**src/rtl/eps_pkg.sv**
```systemverilog
`timescale 1ns / 1ps
// Shared constants, types and register codes of the encoder period speed meter.
package eps_pkg;

   // Field and datapath widths.
   localparam int COUNT_WIDTH     = 20;
   localparam int SPEED_WIDTH     = 24;
   localparam int NUM_WIDTH       = 32;
   localparam int WEIGHT_WIDTH    = 9;
   localparam int THRESH_WIDTH    = 24;
   localparam int PROD_WIDTH      = WEIGHT_WIDTH + SPEED_WIDTH;
   localparam int BLEND_SHIFT     = 8;
   localparam int CSR_INDEX_WIDTH = 2;
   localparam int CSR_DATA_WIDTH  = 32;

   // Command queue depth between the front and the back; a power of two.
   localparam int QUEUE_DEPTH = 2;

   localparam logic [COUNT_WIDTH-1:0]  COUNT_MAX   = {COUNT_WIDTH{1'b1}};
   localparam logic [SPEED_WIDTH-1:0]  SPEED_MAX   = {SPEED_WIDTH{1'b1}};
   localparam logic [WEIGHT_WIDTH-1:0] WEIGHT_FULL = WEIGHT_WIDTH'(256);

   // Register values after reset.
   localparam logic [NUM_WIDTH-1:0]    RATE_NUMERATOR_RESET    = NUM_WIDTH'(281600000);
   localparam logic [WEIGHT_WIDTH-1:0] SMOOTH_WEIGHT_RESET     = WEIGHT_WIDTH'(218);
   localparam logic [THRESH_WIDTH-1:0] REPLACE_THRESHOLD_RESET = THRESH_WIDTH'(26);
   localparam logic [COUNT_WIDTH-1:0]  TIMEOUT_TICKS_RESET     = COUNT_WIDTH'(501000);

   // Register indexes of the configuration port.
   typedef enum logic [CSR_INDEX_WIDTH-1:0] {
      CSR_RATE_NUMERATOR    = 2'd0,
      CSR_SMOOTH_WEIGHT     = 2'd1,
      CSR_REPLACE_THRESHOLD = 2'd2,
      CSR_TIMEOUT_TICKS     = 2'd3
   } eps_csr_type;

   // What the back has to do for one tick.
   typedef enum logic [1:0] {
      OP_HOLD    = 2'd0,
      OP_SAMPLE  = 2'd1,
      OP_TIMEOUT = 2'd2
   } eps_op_type;

   typedef struct packed {
      eps_op_type             op;
      logic                   running;
      logic [COUNT_WIDTH-1:0] ticks;
   } eps_cmd_type;

   typedef struct packed {
      logic [NUM_WIDTH-1:0]    rate_numerator;
      logic [WEIGHT_WIDTH-1:0] smooth_weight;
      logic [THRESH_WIDTH-1:0] replace_threshold;
      logic [COUNT_WIDTH-1:0]  timeout_ticks;
   } eps_cfg_type;

endpackage

```
**src/rtl/eps_chan_if.sv**
```systemverilog
`timescale 1ns / 1ps
// Valid/ready channel interfaces for tick beats and speed result beats.
interface eps_req_if;
   logic valid;
   logic ready;
   logic edge_seen;

   modport source (output valid, output edge_seen, input ready);
   modport sink   (input valid, input edge_seen, output ready);
endinterface

interface eps_rsp_if;
   logic                               valid;
   logic                               ready;
   logic [eps_pkg::SPEED_WIDTH-1:0]    speed;
   logic                               new_sample;
   logic                               timed_out;
   logic                               running;

   modport source (output valid, output speed, output new_sample, output timed_out,
                   output running, input ready);
   modport sink   (input valid, input speed, input new_sample, input timed_out,
                   input running, output ready);
endinterface

```
**src/rtl/eps_front.sv**
```systemverilog
`timescale 1ns / 1ps
// Front end: accepts tick beats, times the notch period and classifies each tick.
module eps_front (
   input  logic                             clock,
   input  logic                             reset,
   eps_req_if.sink                          req_chan,
   input  logic [eps_pkg::COUNT_WIDTH-1:0]  timeout_ticks,
   input  logic                             queue_full,
   output logic                             push,
   output eps_pkg::eps_cmd_type             push_cmd
);

   logic                            timing_ff, timing_in;
   logic [eps_pkg::COUNT_WIDTH-1:0] elapsed_ff, elapsed_in;
   logic [eps_pkg::COUNT_WIDTH-1:0] elapsed_inc;
   logic                            accept;

   assign req_chan.ready = !queue_full;
   assign accept         = req_chan.valid && req_chan.ready;
   assign push           = accept;

   // Count the tick, then decide between sample, start, timeout and plain hold.
   always_comb begin
      if (timing_ff && (elapsed_ff != eps_pkg::COUNT_MAX)) begin
         elapsed_inc = eps_pkg::COUNT_WIDTH'(elapsed_ff + 1'b1);
      end else begin
         elapsed_inc = elapsed_ff;
      end

      timing_in        = timing_ff;
      elapsed_in       = elapsed_inc;
      push_cmd.op      = eps_pkg::OP_HOLD;
      push_cmd.running = timing_ff;
      push_cmd.ticks   = elapsed_inc;

      if (req_chan.edge_seen) begin
         // An edge always (re)starts the period; it closes one only while timing.
         timing_in        = 1'b1;
         elapsed_in       = '0;
         push_cmd.running = 1'b1;
         if (timing_ff) begin
            push_cmd.op = eps_pkg::OP_SAMPLE;
         end
      end else if (timing_ff && ((elapsed_inc >= timeout_ticks) ||
                                 (elapsed_inc == eps_pkg::COUNT_MAX))) begin
         timing_in        = 1'b0;
         elapsed_in       = '0;
         push_cmd.op      = eps_pkg::OP_TIMEOUT;
         push_cmd.running = 1'b0;
      end
   end

   // Period timer state.
   always_ff @(posedge clock) begin
      if (reset) begin
         timing_ff  <= 1'b0;
         elapsed_ff <= '0;
      end else if (accept) begin
         timing_ff  <= timing_in;
         elapsed_ff <= elapsed_in;
      end
   end

`ifndef ASSERT_OFF
   // The timer holds zero whenever no period is being timed.
   assert property (@(posedge clock) disable iff (reset)
      !timing_ff |-> (elapsed_ff == '0))
      else $error("elapsed count nonzero while not timing");

   // A sample is only issued with a nonzero period.
   assert property (@(posedge clock) disable iff (reset)
      (push && (push_cmd.op == eps_pkg::OP_SAMPLE)) |-> (push_cmd.ticks != '0))
      else $error("sample issued with zero period");
`endif

endmodule

```
**src/rtl/eps_queue.sv**
```systemverilog
`timescale 1ns / 1ps
// Short command queue between the front end and the arithmetic back end.
module eps_queue (
   input  logic                 clock,
   input  logic                 reset,
   input  logic                 push,
   input  eps_pkg::eps_cmd_type push_cmd,
   input  logic                 pop,
   output logic                 full,
   output logic                 empty,
   output eps_pkg::eps_cmd_type head
);

   localparam int PTR_WIDTH = $clog2(eps_pkg::QUEUE_DEPTH);

   eps_pkg::eps_cmd_type   mem_ff [eps_pkg::QUEUE_DEPTH];
   logic [PTR_WIDTH-1:0]   wr_ptr_ff;
   logic [PTR_WIDTH-1:0]   rd_ptr_ff;
   logic [PTR_WIDTH:0]     count_ff, count_in;

   assign full  = (count_ff == (PTR_WIDTH+1)'(eps_pkg::QUEUE_DEPTH));
   assign empty = (count_ff == '0);
   assign head  = mem_ff[rd_ptr_ff];

   // Occupancy after this cycle's push and pop.
   always_comb begin
      count_in = count_ff + {{PTR_WIDTH{1'b0}}, push} - {{PTR_WIDTH{1'b0}}, pop};
   end

   // Pointers and occupancy; pointers wrap naturally at a power-of-two depth.
   always_ff @(posedge clock) begin
      if (reset) begin
         wr_ptr_ff <= '0;
         rd_ptr_ff <= '0;
         count_ff  <= '0;
      end else begin
         if (push) begin
            wr_ptr_ff <= PTR_WIDTH'(wr_ptr_ff + 1'b1);
         end
         if (pop) begin
            rd_ptr_ff <= PTR_WIDTH'(rd_ptr_ff + 1'b1);
         end
         count_ff <= count_in;
      end
   end

   // Entry storage.
   always_ff @(posedge clock) begin
      if (push) begin
         mem_ff[wr_ptr_ff] <= push_cmd;
      end
   end

`ifndef ASSERT_OFF
   // Occupancy never exceeds the queue depth.
   assert property (@(posedge clock) disable iff (reset)
      count_ff <= (PTR_WIDTH+1)'(eps_pkg::QUEUE_DEPTH))
      else $error("queue overflow");
`endif

endmodule

```
**src/rtl/eps_back.sv**
```systemverilog
`timescale 1ns / 1ps
// Back end: serial period divide, speed blend and the result output register.
module eps_back (
   input  logic                 clock,
   input  logic                 reset,
   input  eps_pkg::eps_cfg_type cfg,
   input  logic                 queue_empty,
   input  eps_pkg::eps_cmd_type head,
   output logic                 pop,
   eps_rsp_if.source            rsp_chan
);

   localparam int STEP_WIDTH = $clog2(eps_pkg::NUM_WIDTH + 1);

   typedef enum logic [2:0] {
      S_IDLE,
      S_DIVIDE,
      S_WEIGH,
      S_SUM,
      S_SEND
   } state_type;

   state_type                         state_ff;
   logic [eps_pkg::SPEED_WIDTH-1:0]   speed_ff;
   logic [eps_pkg::NUM_WIDTH-1:0]     quo_ff;
   logic [eps_pkg::COUNT_WIDTH-1:0]   rem_ff;
   logic [eps_pkg::COUNT_WIDTH-1:0]   div_ff;
   logic [STEP_WIDTH-1:0]             step_ff;
   logic                              run_ff;
   logic [eps_pkg::PROD_WIDTH-1:0]    prod_new_ff, prod_new_in;
   logic [eps_pkg::PROD_WIDTH-1:0]    prod_old_ff, prod_old_in;
   logic                              rsp_valid_ff;
   logic [eps_pkg::SPEED_WIDTH-1:0]   rsp_speed_ff;
   logic                              rsp_new_ff;
   logic                              rsp_timeout_ff;
   logic                              rsp_running_ff;

   logic [eps_pkg::COUNT_WIDTH:0]     rem_shift;
   logic                              rem_ge;
   logic [eps_pkg::COUNT_WIDTH-1:0]   rem_in;
   logic [eps_pkg::NUM_WIDTH-1:0]     quo_in;
   logic [eps_pkg::SPEED_WIDTH-1:0]   raw_speed;
   logic [eps_pkg::WEIGHT_WIDTH-1:0]  weight_new;
   logic [eps_pkg::WEIGHT_WIDTH-1:0]  weight_old;
   logic [eps_pkg::PROD_WIDTH:0]      blend_sum;
   logic [eps_pkg::SPEED_WIDTH-1:0]   blend_speed;
   logic                              out_free;
   logic                              rsp_load;

   assign rsp_chan.valid      = rsp_valid_ff;
   assign rsp_chan.speed      = rsp_speed_ff;
   assign rsp_chan.new_sample = rsp_new_ff;
   assign rsp_chan.timed_out  = rsp_timeout_ff;
   assign rsp_chan.running    = rsp_running_ff;

   // The output register can take a beat when empty or being drained now.
   assign out_free = !rsp_valid_ff || rsp_chan.ready;
   assign pop      = (state_ff == S_IDLE) && !queue_empty && out_free;

   // The output register is loaded this cycle by a hold or timeout pop or by a finished sample.
   assign rsp_load = (pop && (head.op != eps_pkg::OP_SAMPLE)) ||
                     ((state_ff == S_SEND) && out_free);

   // One restoring divide step: one quotient bit per cycle.
   always_comb begin
      rem_shift = {rem_ff, quo_ff[eps_pkg::NUM_WIDTH-1]};
      rem_ge    = (rem_shift >= {1'b0, div_ff});
      if (rem_ge) begin
         rem_in = eps_pkg::COUNT_WIDTH'(rem_shift - {1'b0, div_ff});
      end else begin
         rem_in = rem_shift[eps_pkg::COUNT_WIDTH-1:0];
      end
      quo_in = {quo_ff[eps_pkg::NUM_WIDTH-2:0], rem_ge};
   end

   // Saturate the quotient and form the two weighted products.
   always_comb begin
      if (|quo_ff[eps_pkg::NUM_WIDTH-1:eps_pkg::SPEED_WIDTH]) begin
         raw_speed = eps_pkg::SPEED_MAX;
      end else begin
         raw_speed = quo_ff[eps_pkg::SPEED_WIDTH-1:0];
      end
      if (cfg.smooth_weight > eps_pkg::WEIGHT_FULL) begin
         weight_new = eps_pkg::WEIGHT_FULL;
      end else begin
         weight_new = cfg.smooth_weight;
      end
      weight_old  = eps_pkg::WEIGHT_WIDTH'(eps_pkg::WEIGHT_FULL - weight_new);
      prod_new_in = eps_pkg::PROD_WIDTH'(weight_new) * eps_pkg::PROD_WIDTH'(raw_speed);
      prod_old_in = eps_pkg::PROD_WIDTH'(weight_old) * eps_pkg::PROD_WIDTH'(speed_ff);
      blend_sum   = {1'b0, prod_new_ff} + {1'b0, prod_old_ff};
      blend_speed = blend_sum[eps_pkg::BLEND_SHIFT +: eps_pkg::SPEED_WIDTH];
   end

   // Sequencer, speed state and output register.
   always_ff @(posedge clock) begin
      if (reset) begin
         state_ff     <= S_IDLE;
         speed_ff     <= '0;
         rsp_valid_ff <= 1'b0;
      end else begin
         if (rsp_valid_ff && rsp_chan.ready && !rsp_load) begin
            rsp_valid_ff <= 1'b0;
         end
         unique case (state_ff)
            S_IDLE: begin
               if (pop) begin
                  unique case (head.op)
                     eps_pkg::OP_SAMPLE: begin
                        quo_ff   <= cfg.rate_numerator;
                        rem_ff   <= '0;
                        div_ff   <= head.ticks;
                        step_ff  <= STEP_WIDTH'(eps_pkg::NUM_WIDTH);
                        run_ff   <= head.running;
                        state_ff <= S_DIVIDE;
                     end
                     eps_pkg::OP_TIMEOUT: begin
                        speed_ff       <= '0;
                        rsp_valid_ff   <= 1'b1;
                        rsp_speed_ff   <= '0;
                        rsp_new_ff     <= 1'b0;
                        rsp_timeout_ff <= 1'b1;
                        rsp_running_ff <= head.running;
                     end
                     default: begin
                        rsp_valid_ff   <= 1'b1;
                        rsp_speed_ff   <= speed_ff;
                        rsp_new_ff     <= 1'b0;
                        rsp_timeout_ff <= 1'b0;
                        rsp_running_ff <= head.running;
                     end
                  endcase
               end
            end
            S_DIVIDE: begin
               quo_ff  <= quo_in;
               rem_ff  <= rem_in;
               step_ff <= STEP_WIDTH'(step_ff - 1'b1);
               if (step_ff == STEP_WIDTH'(1)) begin
                  state_ff <= S_WEIGH;
               end
            end
            S_WEIGH: begin
               // While the stored speed is below the threshold it is replaced, not averaged.
               if (speed_ff < cfg.replace_threshold) begin
                  speed_ff <= raw_speed;
                  state_ff <= S_SEND;
               end else begin
                  prod_new_ff <= prod_new_in;
                  prod_old_ff <= prod_old_in;
                  state_ff    <= S_SUM;
               end
            end
            S_SUM: begin
               speed_ff <= blend_speed;
               state_ff <= S_SEND;
            end
            S_SEND: begin
               if (out_free) begin
                  rsp_valid_ff   <= 1'b1;
                  rsp_speed_ff   <= speed_ff;
                  rsp_new_ff     <= 1'b1;
                  rsp_timeout_ff <= 1'b0;
                  rsp_running_ff <= run_ff;
                  state_ff       <= S_IDLE;
               end
            end
            default: begin
               state_ff <= S_IDLE;
            end
         endcase
      end
   end

`ifndef ASSERT_OFF
   // A timeout beat always reports zero speed and a stopped timer.
   assert property (@(posedge clock) disable iff (reset)
      (rsp_valid_ff && rsp_timeout_ff) |-> ((rsp_speed_ff == '0) && !rsp_running_ff))
      else $error("timeout beat with speed or running set");

   // A beat is never both a new sample and a timeout.
   assert property (@(posedge clock) disable iff (reset)
      rsp_valid_ff |-> !(rsp_new_ff && rsp_timeout_ff))
      else $error("sample and timeout flagged together");

   // The queue is only drained while the sequencer is idle.
   assert property (@(posedge clock) disable iff (reset)
      pop |-> ((state_ff == S_IDLE) && !queue_empty))
      else $error("pop outside idle or from empty queue");
`endif

endmodule

```
**src/rtl/encoder_period_speed_meter.sv**
```systemverilog
`timescale 1ns / 1ps
// Encoder period speed meter: one wheel channel, top level with the register file.
//
// Each beat on req_chan is one timebase tick, with edge_seen set when an encoder
// notch edge fell in it. Every tick gives exactly one beat on rsp_chan carrying
// the current speed (unsigned Q8 cm/s) and the new_sample, timed_out and running
// flags. The first edge starts timing; each later edge divides rate_numerator by
// the elapsed ticks and blends or replaces the speed; reaching timeout_ticks
// zeroes the speed and stops timing.
// Path: every tick passes through the command queue and the output register; a sample
// tick also runs through the bit-serial divide, the multiply step, the add step (skipped
// when the speed is replaced outright) and the send step before its beat is offered.
// The back takes no further tick until a sample tick's beat is sent; other ticks go
// one per cycle while rsp_chan is ready.
// A two-entry command queue lets the front take ticks while the back works.
// A stalled rsp_chan holds its beat; once the queue fills, req_chan.ready drops.
// Reset clears the timer, the speed and both channels and loads the register
// reset values. Write registers through csr_* only while the block is idle; the block does not enforce this.
module encoder_period_speed_meter (
   input  logic                                 clock,
   input  logic                                 reset,
   eps_req_if.sink                              req_chan,
   eps_rsp_if.source                            rsp_chan,
   input  logic                                 csr_write_en,
   input  logic [eps_pkg::CSR_INDEX_WIDTH-1:0]  csr_index,
   input  logic [eps_pkg::CSR_DATA_WIDTH-1:0]   csr_wdata
);

   eps_pkg::eps_cfg_type cfg_ff;
   eps_pkg::eps_cmd_type push_cmd;
   eps_pkg::eps_cmd_type head;
   logic                 push;
   logic                 pop;
   logic                 queue_full;
   logic                 queue_empty;

   // Configuration register file.
   always_ff @(posedge clock) begin
      if (reset) begin
         cfg_ff.rate_numerator    <= eps_pkg::RATE_NUMERATOR_RESET;
         cfg_ff.smooth_weight     <= eps_pkg::SMOOTH_WEIGHT_RESET;
         cfg_ff.replace_threshold <= eps_pkg::REPLACE_THRESHOLD_RESET;
         cfg_ff.timeout_ticks     <= eps_pkg::TIMEOUT_TICKS_RESET;
      end else if (csr_write_en) begin
         unique case (eps_pkg::eps_csr_type'(csr_index))
            eps_pkg::CSR_RATE_NUMERATOR: begin
               cfg_ff.rate_numerator <= csr_wdata[eps_pkg::NUM_WIDTH-1:0];
            end
            eps_pkg::CSR_SMOOTH_WEIGHT: begin
               cfg_ff.smooth_weight <= csr_wdata[eps_pkg::WEIGHT_WIDTH-1:0];
            end
            eps_pkg::CSR_REPLACE_THRESHOLD: begin
               cfg_ff.replace_threshold <= csr_wdata[eps_pkg::THRESH_WIDTH-1:0];
            end
            eps_pkg::CSR_TIMEOUT_TICKS: begin
               cfg_ff.timeout_ticks <= csr_wdata[eps_pkg::COUNT_WIDTH-1:0];
            end
            default: begin
               cfg_ff <= cfg_ff;
            end
         endcase
      end
   end

   eps_front u_front (
      .clock         (clock),
      .reset         (reset),
      .req_chan      (req_chan),
      .timeout_ticks (cfg_ff.timeout_ticks),
      .queue_full    (queue_full),
      .push          (push),
      .push_cmd      (push_cmd)
   );

   eps_queue u_queue (
      .clock    (clock),
      .reset    (reset),
      .push     (push),
      .push_cmd (push_cmd),
      .pop      (pop),
      .full     (queue_full),
      .empty    (queue_empty),
      .head     (head)
   );

   eps_back u_back (
      .clock       (clock),
      .reset       (reset),
      .cfg         (cfg_ff),
      .queue_empty (queue_empty),
      .head        (head),
      .pop         (pop),
      .rsp_chan    (rsp_chan)
   );

endmodule

```
**src/flat_wrapper.sv**
```systemverilog
// flat-port wrapper written by rule: the top's interface ports become plain ports
module encoder_period_speed_meter_flat 
  (clock, reset, csr_write_en, csr_index, csr_wdata, req_chan_valid, req_chan_edge_seen, req_chan_ready, rsp_chan_valid, rsp_chan_speed, rsp_chan_new_sample, rsp_chan_timed_out, rsp_chan_running, rsp_chan_ready);
  eps_req_if req_chan_i ();
  eps_rsp_if rsp_chan_i ();
  input  logic clock;
  input  logic reset;
  input  logic csr_write_en;
  input  logic [eps_pkg::CSR_INDEX_WIDTH-1:0] csr_index;
  input  logic [eps_pkg::CSR_DATA_WIDTH-1:0] csr_wdata;
  input wire logic [$bits(req_chan_i.valid)-1:0] req_chan_valid;
  input wire logic [$bits(req_chan_i.edge_seen)-1:0] req_chan_edge_seen;
  output wire logic [$bits(req_chan_i.ready)-1:0] req_chan_ready;
  output wire logic [$bits(rsp_chan_i.valid)-1:0] rsp_chan_valid;
  output wire logic [$bits(rsp_chan_i.speed)-1:0] rsp_chan_speed;
  output wire logic [$bits(rsp_chan_i.new_sample)-1:0] rsp_chan_new_sample;
  output wire logic [$bits(rsp_chan_i.timed_out)-1:0] rsp_chan_timed_out;
  output wire logic [$bits(rsp_chan_i.running)-1:0] rsp_chan_running;
  input wire logic [$bits(rsp_chan_i.ready)-1:0] rsp_chan_ready;
  assign req_chan_i.valid = req_chan_valid;
  assign req_chan_i.edge_seen = req_chan_edge_seen;
  assign req_chan_ready = req_chan_i.ready;
  assign rsp_chan_valid = rsp_chan_i.valid;
  assign rsp_chan_speed = rsp_chan_i.speed;
  assign rsp_chan_new_sample = rsp_chan_i.new_sample;
  assign rsp_chan_timed_out = rsp_chan_i.timed_out;
  assign rsp_chan_running = rsp_chan_i.running;
  assign rsp_chan_i.ready = rsp_chan_ready;
  encoder_period_speed_meter u_core (.clock(clock), .reset(reset), .req_chan(req_chan_i), .rsp_chan(rsp_chan_i), .csr_write_en(csr_write_en), .csr_index(csr_index), .csr_wdata(csr_wdata));
endmodule
```
**config.mk**
```make
export PLATFORM = sky130hd
export DESIGN_NAME = encoder_period_speed_meter_flat
export DESIGN_NICKNAME = d
export VERILOG_FILES = /design/src/rtl/eps_pkg.sv /design/src/rtl/eps_chan_if.sv /design/src/rtl/eps_front.sv /design/src/rtl/eps_queue.sv /design/src/rtl/eps_back.sv /design/src/rtl/encoder_period_speed_meter.sv /design/src/flat_wrapper.sv
export SDC_FILE = /design/constraint.sdc
export NUM_CORES = 2
export LEC_CHECK = 0
export BUFFER_PORTS_ARGS = -buffer_cell sky130_fd_sc_hd__buf_4
export CORE_MARGIN = 8
export CORE_UTILIZATION = 50
export DETAILED_ROUTE_END_ITERATION = 8
export PLACE_DENSITY = 0.69
export SYNTH_ARGS = -nofsm -noshare
export SYNTH_HDL_FRONTEND = slang
export SYNTH_SLANG_ARGS = --single-unit
```
**constraint.sdc**
```tcl
create_clock -name clock -period 12.88 [get_ports clock]
set_input_delay 2.576 -clock clock [delete_from_list [all_inputs] [get_ports clock]]
set_output_delay 2.576 -clock clock [all_outputs]
set_load 0.05 [all_outputs]
```
==> load_flow_metrics.sql <==
INSERT INTO impl_metrics (metric_group, metric, value, unit) VALUES
('status', 'run_status', 'complete, no violations', ''),
('layout', 'mostFrequentLayoutCell', 'nand2_1', ''),
('clocking', 'cts_hold_bufs', '0', ''),
('global_route', 'grt_antenna_before_repair', '1', ''),
('sta', 'report.final.setup_viol', '0', ''),
('clocking', 'ctsResizeCount', '0', ''),
('logic_synthesis', 'dominantRegCellSynth', 'edfxtp_1', ''),
('clocking', 'cts_buffers', '42', ''),
('hold_path', 'worst_min_path_class', 'reg -> reg', ''),
('logic_synthesis', 'synthesis.area', '29990', 'µm²'),
('drt', 'totalWireLength', '77930', 'µm'),
('placed_design', 'numPlacedInstances', '3889', ''),
('layout', 'seq_area', '9269', 'µm²'),
('global_route', 'pin_count_of_the_biggest_net_entering_global_routing', '83', ''),
('worst_setup_path', 'worstPathMaxFanout', '38', ''),
('drt', 'wl_per_cell', '19.64', 'µm'),
('sta', 'min_period_over_period', '61.12', '%'),
('layout', 'final_cell_mix', 'nand2_1, inv_1, fa_1', ''),
('clocking', 'cts.path.max_buffers', '3', ''),
('sta', 'fin_setup_tns', '0', 'ns'),
('layout', 'finish.cell_count_without_fillers', '3968', ''),
('power', 'irDropWorstVdd', '0.1571', 'mV'),
('die', 'die_area', '68080', 'µm²'),
('layout', 'final_core_util', '55.21', '%'),
('sta', 'clock.fmax', '0.1270', 'GHz'),
('clocking', 'clk_latency', '0.58', 'ns'),
('worst_setup_path', 'worst-setup-path-type', 'reg -> reg', ''),
('drt', 'average_via_count_per_standard_cell', '5.591', ''),
('layout', 'multi_input_area', '18590', 'µm²'),
('clocking', 'cts_tree', 'yes', ''),
('drt', 'route.antenna.remaining_nets', '0', ''),
('layout', 'postLayoutCellArea', '32640', 'µm²'),
('sta', 'unrepaired_setup_endpoints_after_global_routing', 'no', ''),
('placed_design', 'place_hpwl', '58620', 'µm'),
('power', 'p_sw_share', '41.42', '%'),
('hold_path', 'min_path_cells', '2', ''),
('global_route', 'global_route.usage.total', '22.85', '%'),
('clocking', 'cts_sink_cnt', '355', ''),
('sta', 'final-max-slew-violation-count', '0', ''),
('worst_setup_path', 'ff2ff_path_depth', '23', ''),
('logic_synthesis', 'synth_cell_type_count', '79', ''),
('sta', 'finClkSkew', '0.02065', 'ns'),
('logic_synthesis', 'async_reset_ff_share', '0', '%'),
('logic_synthesis', 'area_share_of_the_largest_cell_type_after_synthesis', '21.63', '%'),
('sta', 'postLayoutSetupSlackWorst', '5.008', 'ns'),
('clocking', 'clock_pin_slew_of_the_registers_on_the_worst_case_setup_and_hold_paths', '0.06', 'ns'),
('drt', 'drt_iter0_markers', '1433', ''),
('logic_synthesis', 'ys_seq_elements', '355', ''),
('logic_synthesis', 'synth_seq_area_share', '30.90', '%'),
('worst_setup_path', 'worstSetupStartpointType', 'flip-flop', ''),
('clocking', 'cts_post_setup_buffers_inserted', '0', ''),
('worst_setup_path', 'crit_path_end_kind', 'flip-flop', ''),
('placed_design', 'place_congestion', '0.9362', ''),
('placed_design', 'detailedPlace.worstSlack', '5.069', 'ns'),
('placed_design', 'placement.io_buffers', '68', ''),
('placed_design', 'placedInstanceArea', '31180', 'µm²'),
('logic_synthesis', 'synth.avg_cell_area', '9.455', 'µm²'),
('sta', 'period_minus_slack', '7.872', 'ns'),
('power', 'power.static_leakage', '14.73', 'nW'),
('layout', 'fin_nets', '3710', ''),
('logic_synthesis', 'netlist.top_cell.by_area', 'edfxtp_1', ''),
('flow_run', 'max_cap_viol_count', '0', ''),
('sta', 'worst_slew_pin_slew', '1.166', 'ns'),
('power', 'p_int', '3.523', 'mW'),
('logic_synthesis', 'postSynthCellCount', '3172', ''),
('logic_synthesis', 'synth.area.top_cells', 'edfxtp_1, fa_1, dfxtp_1', ''),
('clocking', 'h-tree-depth', '2', ''),
('power', 'switching_power', '2.492', 'mW'),
('power', 'share_seq_of_total_power', '26.4', '%'),
('power', 'clock_power_share', '20.7', '%'),
('global_route', 'first_global_vias', '22860', '');
==> state kept, by name, indices dropped and copies added (netlist names), named ones only <==
| register | flops |
|---|---|
| u_core.cfg_ff | 85 |
| u_core.u_back.div_ff | 20 |
| u_core.u_back.prod_new_ff | 32 |
| u_core.u_back.prod_old_ff | 32 |
| u_core.u_back.quo_ff | 32 |
| u_core.u_back.rem_ff | 20 |
| u_core.u_back.rsp_chan.new_sample | 1 |
| u_core.u_back.rsp_chan.running | 1 |
| u_core.u_back.rsp_chan.speed | 24 |
| u_core.u_back.rsp_chan.timed_out | 1 |
| u_core.u_back.rsp_chan.valid | 1 |
| u_core.u_back.run_ff | 1 |
| u_core.u_back.speed_ff | 24 |
| u_core.u_back.state_ff | 3 |
| u_core.u_back.step_ff | 6 |
| u_core.u_front.elapsed_ff | 20 |
| u_core.u_front.timing_ff | 1 |
| u_core.u_queue.count_ff | 2 |
| u_core.u_queue.mem_ff | 46 |
| u_core.u_queue.rd_ptr_ff | 1 |
| u_core.u_queue.wr_ptr_ff | 1 |
==> critical path: stages, from the launching register on <==
cell and delay [ns]:
dfxtp_1 0.39, buf_4 0.41, nand2b_1 0.78, nand3_1 0.31, nor4_1 0.32, a21oi_2 0.07, buf_4 0.26, nand2b_1 0.21
fa_1 0.53, fa_1 0.54, inv_1 0.05, fa_1 0.53, inv_1 0.05, fa_1 0.53, inv_1 0.04, ha_1 0.33
o21ai_0 0.16, a211oi_1 0.36, o21ai_0 0.28, o41ai_1 0.67, a311oi_1 0.29, nor3b_1 0.25, a211oi_1 0.09, xnor2_1 0.14
==> cell usage after synthesis (all sizes together) (13+ instances only) <==
cell type and instances:
edfxtp 216, fa 309, nor3 31, o21bai 13, dfxtp 139, clkbuf 146, ha 201, a211oi 21
a21oi 184, a21o 51, o21ai 68, and3 17, o21a 17, mux2 56, nand3b 26, or2 25
xnor2 75, inv 426, nand4 18, xor2 36, nand2b 25, nor2 182, nand2 476, nand3 36
or3 13, and2 135, a31oi 14, nor2b 72
==> power groups by stage <==
stage / Combinational [mW] / Clock (mW) / Sequential (mW)
global placement: 3.06 / 0 / 1.60
global route: 3.57 / 1.31 / 1.60
CTS: 3.18 / 1.26 / 1.58
floorplan: 2.33 / 0 / 1.63
detailed placement: 3.17 / 0 / 1.61
finish: 3.18 / 1.24 / 1.59
==> layout make-up <==
class	count	area share, %
multi-input cells	2234	56.94
flip-flops and latches	355	28.39
inverters	426	4.898
clock buffers	64	3.936
well taps	773	2.963
repair buffers	101	2.323
clock inverters	14	0.5404
diodes	1	0.007666
==> worst paths after layout <==
kind | end | from | slack (ns)
setup reg to reg | u_core.u_back.prod_old_ff[30] | u_core.cfg_ff[52] | 5.01
hold / removal | u_core.cfg_ff[59] | u_core.cfg_ff[59] | 0.45
hold reg to reg | u_core.cfg_ff[59] | u_core.cfg_ff[59] | 0.45
setup / recovery | u_core.u_back.prod_old_ff[30] | u_core.cfg_ff[52] | 5.01
==> per-layer routing <==
metal | track usage, % | vias to the layer above | part of all wire, %
met1 | 28.13 | 11040 | 41
met3 | 3.950 | 137 | 6.3
li1 | - | 10350 | -
met4 | 6.653 | 0 | 2.8
met2 | 40.86 | 658 | 50
met5 | 0 | - | 0
==> stage by stage <==
step	hold WS, ns	power (mW)
2_1_floorplan	0.4318	3.960
3_3_place_gp	0.4375	4.665
3_5_place_dp	0.4464	4.778
4_1_cts	0.4557	6.027
5_1_grt	0.4657	6.474
6_report	0.4550	6.015
==> kinds of logic (layout without fill, tap and decap cells) <==
logic type      count (synthesis)  in the layout  share of synthesized area [%]
compound gates                463            463                          9.854
xor+xnor                      111            111                          3.241
fa+ha+maj                     510            510                          29.01
buf+inv                       583            605                          7.342
flops                         355            355                          30.90
mux                            63             63                          2.349
other cells                     0              1                              0
simple gates                 1087           1087                          17.30
Power figures use the tool's default switching activity.
